`src/sv/mpool_pkg.sv`:
```
// Shared types and constants for the 2x2 stride-2 mean pooling block.
`default_nettype none
package mpool_pkg;

  localparam int CFG_DATA_BITS     = 13;
  localparam int MAX_SOURCE_HEIGHT = 4096;

  // Configuration register file contents
  typedef struct packed {
    logic [12:0] source_height;
    logic [11:0] source_width;
    logic        pad_rows;
    logic        pad_cols;
    logic [11:0] out_height;
    logic [10:0] out_width;
    logic        include_padding;
  } cfg_t;

  typedef enum logic [2:0] {
    REG_SOURCE_HEIGHT   = 3'd0,
    REG_SOURCE_WIDTH    = 3'd1,
    REG_PAD_ROWS        = 3'd2,
    REG_PAD_COLS        = 3'd3,
    REG_OUT_HEIGHT      = 3'd4,
    REG_OUT_WIDTH       = 3'd5,
    REG_INCLUDE_PADDING = 3'd6
  } reg_index_t;

  // Window control carried from the front stage to the output register
  typedef struct packed {
    logic       emit;
    logic       use_top;
    logic [2:0] real_count;
    logic [1:0] shift;
    logic       row_end;
    logic       frame_end;
  } win_ctrl_t;

endpackage
`default_nettype wire

```
`src/sv/mpool_back.sv`:
```
// Output register: window total, floor shift and result handshake.
`default_nettype none
module mpool_back #(
  parameter int SAMPLE_BITS = 16
) (
  input  wire logic                          clk,
  input  wire logic                          rst,
  input  wire logic                          a_valid,
  input  wire mpool_pkg::win_ctrl_t          a_ctrl,
  input  wire logic signed [SAMPLE_BITS:0]   a_sum,
  input  wire logic signed [SAMPLE_BITS:0]   a_top,
  output logic                               take,
  output logic                               out_valid,
  input  wire logic                          out_stall,
  output logic [SAMPLE_BITS-1:0]             pooled_value,
  output logic [2:0]                         real_count,
  output logic                               row_end,
  output logic                               frame_end
);
  import mpool_pkg::*;

  localparam int TW = SAMPLE_BITS + 2;

  logic signed [TW-1:0] top_ext;
  logic signed [TW-1:0] total;
  logic signed [TW-1:0] mean;

  assign take    = !out_valid || !out_stall;
  assign top_ext = a_ctrl.use_top ? TW'(a_top) : '0;
  assign total   = top_ext + TW'(a_sum);

  // arithmetic shift rounds toward minus infinity
  always_comb begin
    case (a_ctrl.shift)
      2'd0:    mean = total;
      2'd1:    mean = total >>> 1;
      default: mean = total >>> 2;
    endcase
  end

  always_ff @(posedge clk) begin
    if (rst) begin
      out_valid <= 1'b0;
    end else if (take) begin
      out_valid <= a_valid && a_ctrl.emit;
    end
  end

  always_ff @(posedge clk) begin
    if (take && a_valid) begin
      pooled_value <= mean[SAMPLE_BITS-1:0];
      real_count   <= a_ctrl.real_count;
      row_end      <= a_ctrl.row_end;
      frame_end    <= a_ctrl.frame_end;
    end
  end

endmodule
`default_nettype wire

```
`config.mk`:
```
export PLATFORM = sky130hd
export DESIGN_NAME = mpool_back
export DESIGN_NICKNAME = d
export VERILOG_FILES = /design/src/sv/mpool_pkg.sv /design/src/sv/mpool_back.sv
export SDC_FILE = /design/constraint.sdc
export NUM_CORES = 1
export LEC_CHECK = 0
export ABC_AREA = 1
export BUFFER_PORTS_ARGS = -buffer_cell sky130_fd_sc_hd__buf_2
export CORE_UTILIZATION = 46
export CTS_BUF_LIST = sky130_fd_sc_hd__clkbuf_16
export DETAILED_ROUTE_END_ITERATION = 8
export HOLD_SLACK_MARGIN = 0.08
export PLACE_DENSITY = 0.76
export SKIP_CTS_REPAIR_TIMING = 1
export SLEW_MARGIN = 10
export SYNTH_ARGS = -nofsm -noshare
export SYNTH_HDL_FRONTEND = slang
export SYNTH_SLANG_ARGS = --single-unit
export TNS_END_PERCENT = 50
```
`constraint.sdc`:
```
create_clock -name clk -period 3 [get_ports clk]
set_input_delay 0.6 -clock clk [delete_from_list [all_inputs] [get_ports clk]]
set_output_delay 0.6 -clock clk [all_outputs]
set_load 0.05 [all_outputs]
```
==> qor.txt, run 1 <==
status = finished clean
fillers = 430
top cell type by total area after synthesis = edfxtp_1
Nets = 445
CP Data Arrival Time = 2.35 ns
setup TNS = 0 ns
XOR/XNOR share of the synthesized area = 0.0287
largest net degree at the start of global routing = 22
Syn Inst Count = 312
Syn Nets = 377
Cell Rows = 24
Async S/R FF share, synth = 0
crit end category = register
Longest Clk Path Bufs = 2
# setup viols final = 0
core area = 4410 sq um
drt wl/cell = 10.1 microns
Detailed Routing Iterations Pass 1 = 4
leakage power = 1.47 nW
utilization after layout = 0.581
Max Cap Viol = 0
Critical Path Source Type = input port
number of enable flip-flop cells after synthesis = 21
die width = 70.1 microns
kind of critical path = in2reg
post-synthesis compound-gate area fraction = 0.0504
Hold Path Class = reg2reg
Required @ worst endpoint = 2.99 ns
clock-pin slew on the worst setup and hold paths = 0.05 ns
Seq/Total Area, Yosys = 0.305
remaining global-route overflow = 0
# IOs = 70
final slew viol count = 0
Die ar. = 4920 sq um
peak supply drop = 0.169 mV
GRT Total Usage = 0.189
Vias/cell = 5.00
Post-Synth Simple-Gate Area = 0.400
DRC = 0
hpwl dp = 3710 microns
f_max = 424 MHz
CTS Buf Count = 3
Placed Instances = 427
share of layout cells above drive strength 1 = 0.216
main combinational cell family by area after synthesis = simple AND/OR/NAND/NOR gates
warnings from Yosys = 0
Num Clock Sinks = 22
area delta synth->final = 20.1%
initial core utilization = 0.484
Top FF cell, synth = edfxtp_1
initial antenna violation count = 0
Placement Cell Area = 2480 sq um
Final Wtd Congestion = 0.858
post-route cell area = 2560 sq um
Yosys top cell area share = 0.295
DR vias = 2,156
RSZ-0062 raised after global routing = false
Slew headroom = 0.351
synth unique cells = 29
Synth Area in Adders = 0.109
htree depth = 1
CTS tree = done
final wirelength = 4370 microns
worst slew pin tran = 0.971 ns
worst hold margin = 0.485 ns
Root Driver = clkbuf_16
Final Instance Count excl. Fillers = 431
vias in the first global route = 1,891
Antenna diodes = 0
post-route antenna net violation count = 0
Mapped Avg Cell Area = 6.84 sq um
power per cell area = 427 nW/um^2
Cell Area, Synth = 2130 sq um
Synth area leaders = edfxtp_1 30%, nand2_1 20%, nand3_1 12%
number of synthesized register bits = 22
first-pass GRT wire length = 7800 microns
mux cell area share after synthesis = 0
DRT iter0 DRCs = 85
port buffer count = 69
clk_skew = 0.00159 ns
min Tclk post-route = 2.36 ns
Die H = 70.1 microns
crit share post-route = 0.787
CP max FO = 17
worst-skew pair later-pin latency = 0.25 ns
Hold Fails Final Rpt = 0
## cells in the mapped netlist, types with 2 or more instances
master and count:
a21oi_1 12, and2_1 3, clkbuf_1 2, clkbuf_8 3, edfxtp_1 21, ha_1 17, inv_1 43, nand2_1 114
nand2_2 3, nand3_1 52, nand3b_1 2, nor2_1 14, nor3_1 2, o21bai_1 3, or2_1 2, xor2_1 6
## state kept, by name (all words and copies together) (netlist names)
register      count
real_count        3
pooled_value     16
out_valid         1
frame_end         1
row_end           1
## cell families (layout without fill, tap and decap cells)
family / Yosys count / count (layout)
compound gates: 18 / 18
xor+xnor: 7 / 7
fa+ha+maj: 18 / 18
buf+inv: 51 / 118
flops: 22 / 22
simple gates: 196 / 196
## final timing paths
check	slack, ns	end	cells past startpoint	from
worst max-delay path	0.64	pooled_value[13]	13	a_ctrl[7]
worst max register to register	1.55	pooled_value[9]	2	out_valid
worst min-delay path	0.48	out_valid	2	out_valid
worst min register to register	0.48	out_valid	2	out_valid
## metal layers
layer	wire (microns)	vias to the layer above	global-route usage	share of wire
li1	-	1139	-	-
met1	2180	932	0.265	0.50
met2	1890	79	0.308	0.43
met3	251	6	0.0245	0.057
met4	46	0	0.0444	0.011
met5	0	-	0	0
## placed cells by master (no fill, tap or decap), types with 6 or more instances in the layout
cell,n
a21oi_1,12
buf_2,69
edfxtp_1,21
ha_1,17
inv_1,43
nand2_1,114
nand3_1,52
nor2_1,14
xor2_1,6
## final cells by class
type | count | area, sq um | area share
Inverter | 45 | 169 | 0.0659
Sequential cell | 22 | 651 | 0.254
Multi-Input combinational cell | 239 | 1250 | 0.490
Timing Repair Buffer | 69 | 345 | 0.135
Clock inverter | 1 | 3.75 | 0.00146
Tap cell | 52 | 65.1 | 0.0254
Clock buffer | 3 | 75.1 | 0.0293
## power by group
group | internal (mW) | switching (mW) | leakage (nW)
clock | 0.177 | 0.0931 | 0.0385
combinational | 0.135 | 0.304 | 1.21
sequential | 0.380 | 0.00601 | 0.214
total | 0.692 | 0.403 | 1.47
## through the flow
stage | total power, mW | worst slack (ns)
6_report | 1.10 | 0.640
5_1_grt | 1.16 | 0.428
4_1_cts | 1.10 | 0.634
3_5_place_dp | 0.831 | 0.372
3_3_place_gp | 0.822 | 0.431
2_1_floorplan | 0.732 | 0.488
## critical path: stages
cell	delay, ns
buf_2	0.19
nand2_1	0.10
inv_1	0.04
ha_1	0.21
fa_1	0.41
nand3_1	0.08
nand2_1	0.09
nand2_1	0.07
nand3_1	0.12
nand2_1	0.11
nand3_1	0.12
nand3_1	0.13
nand3_1	0.08
(Power assumes the default switching activity.)
==> inputs of run 2 (changes only) <==
==> constraint.sdc (replaced) <==
create_clock -name clk -period 2.35 [get_ports clk]
set_input_delay 0.47 -clock clk [delete_from_list [all_inputs] [get_ports clk]]
set_output_delay 0.47 -clock clk [all_outputs]
set_load 0.05 [all_outputs]
==> qor.txt, run 2 (same netlist as run 1, synthesis figures left out) <==
hpwl dp = 3670 microns
f_max = 474 MHz
Vias/cell = 4.90
max FFs per register = 16
CP Data Arrival Time = 2.10 ns
CTS tree = done
WHS Endpoint = out_valid
status = finished clean
die width = 70.1 microns
Largest Register = pooled_value
crit path buf inv count = 4
leakage power = 1.50 nW
utilization after layout = 0.592
R2R cell count = 3
Hold Fails Final Rpt = 0
Post-Place Setup Slack = -0.0192 ns
vias in the first global route = 1,878
remaining global-route overflow = 0
RSZ-0062 raised after global routing = false
Hold Crit Start = rst
first-pass GRT wire length = 7730 microns
worst path cell trace = buf_2 -> buf_12 -> nand2_1 -> inv_1 -> ha_1 -> nand2_1 -> inv_1 -> a21oi_2 -> nand3_2 -> or2_1 -> nand3_1 -> nand3_1
Nets = 450
Slew headroom = 0.356
GRT Total Usage = 0.189
crit-path max cell delay = 0.33 ns
Final Wtd Congestion = 0.870
CTS Buf Count = 3
# IOs = 70
htree depth = 1
most frequent cells in the layout = 114 x nand2_1, 69 x buf_2, 52 x nand3_1
Placement Cell Area = 2530 sq um
DR vias = 2,137
Die ar. = 4920 sq um
post-route antenna net violation count = 0
core area = 4410 sq um
drt wl/cell = 9.75 microns
largest net degree at the start of global routing = 22
final wirelength = 4250 microns
DRC = 0
kind of critical path = in2reg
Die H = 70.1 microns
final slew viol count = 0
power per cell area = 536 nW/um^2
# setup viols final = 0
initial core utilization = 0.484
initial antenna violation count = 0
Top Registers = pooled_value x16, real_count x3
crit-path leading delay family = simple AND/OR/NAND/NOR gates
share of layout cells above drive strength 1 = 0.227
Max Cap Viol = 0
most common cell after layout, fill and taps aside = nand2_1
Antenna diodes = 0
Cell Rows = 24
post-route cell area = 2610 sq um
PnR worst setup slack = 0.238 ns
CP max FO = 12
Detailed Routing Iterations Pass 1 = 4
RR Endpoint = pooled_value[15]
Root Driver = clkbuf_16
reg2reg start = out_valid
hold depth = 2
Required @ worst endpoint = 2.34 ns
worst-skew pair later-pin latency = 0.25 ns
clock-pin slew on the worst setup and hold paths = 0.05 ns
Num Clock Sinks = 22
area delta synth->final = 22.5%
crit end category = register
port buffer count = 69
crit share post-route = 0.899
min Tclk post-route = 2.11 ns
Hold Path Class = in2reg
worst slew pin tran = 0.963 ns
clk_skew = 0.00336 ns
Critical Path Source Type = input port
CP max-delay cell = ha_1
fillers = 436
Longest Clk Path Bufs = 2
peak supply drop = 0.239 mV
worst reg2reg setup slack = 1.27 ns
DRT iter0 DRCs = 86
==> run 2: power by group <==
group / switching (mW) / leakage, nW / total, mW / internal (mW)
sequential: 0.00734 / 0.214 / 0.492 / 0.485
clock: 0.115 / 0.0423 / 0.341 / 0.226
combinational: 0.388 / 1.24 / 0.569 / 0.181
total: 0.510 / 1.50 / 1.40 / 0.892
==> run 2: worst max-delay path by stage <==
stage / from / end / slack [ns] / cells after the start
3_3_place_gp: a_ctrl[7] / pooled_value[9] / 0.02 / 12
4_1_cts: a_ctrl[7] / pooled_value[8] / 0.24 / 12
2_1_floorplan: a_ctrl[7] / pooled_value[9] / 0.05 / 14
3_5_place_dp: a_ctrl[7] / pooled_value[8] / -0.02 / 12
5_1_grt: a_ctrl[7] / pooled_value[14] / 0.02 / 13
6_report: a_ctrl[7] / pooled_value[8] / 0.24 / 12
==> run 2: final cells by class <==
| cell class | instances | area (sq um) | share of cell area |
|---|---|---|---|
| clock buffer | 3 | 75.1 | 0.0287 |
| inverter | 45 | 169 | 0.0646 |
| multi-input combinational | 239 | 1250 | 0.480 |
| sequential | 22 | 651 | 0.249 |
| timing repair buffer | 74 | 395 | 0.151 |
| tap | 52 | 65.1 | 0.0249 |
| clock inverter | 1 | 3.75 | 0.00144 |
==> run 2: worst register-to-register path, cell delays in order, from the launching register on <==
cell and delay (ns):
dfxtp_1 0.30, nand2_1 0.08, and2_1 0.13, buf_4 0.26
==> run 2: metal layers <==
layer | GRT usage | share of wire | routed length, microns | up-vias
met2 | 0.314 | 0.43 | 1810 | 68
met4 | 0.0533 | 0.012 | 51 | 0
met1 | 0.255 | 0.50 | 2140 | 913
li1 | - | - | - | 1151
met5 | 0 | 0 | 0 | -
met3 | 0.0274 | 0.059 | 253 | 5
==> run 2: stage by stage <==
step                      hold WS (ns)  setup TNS, ns  std cells  power, mW
after floorplan                  0.539              0        312      0.935
after global placement           0.471              0        432       1.06
after detailed placement         0.484        -0.0508        432       1.07
after CTS                        0.369              0        436       1.42
after global routing             0.385              0        436       1.49
final                            0.374              0        436       1.40
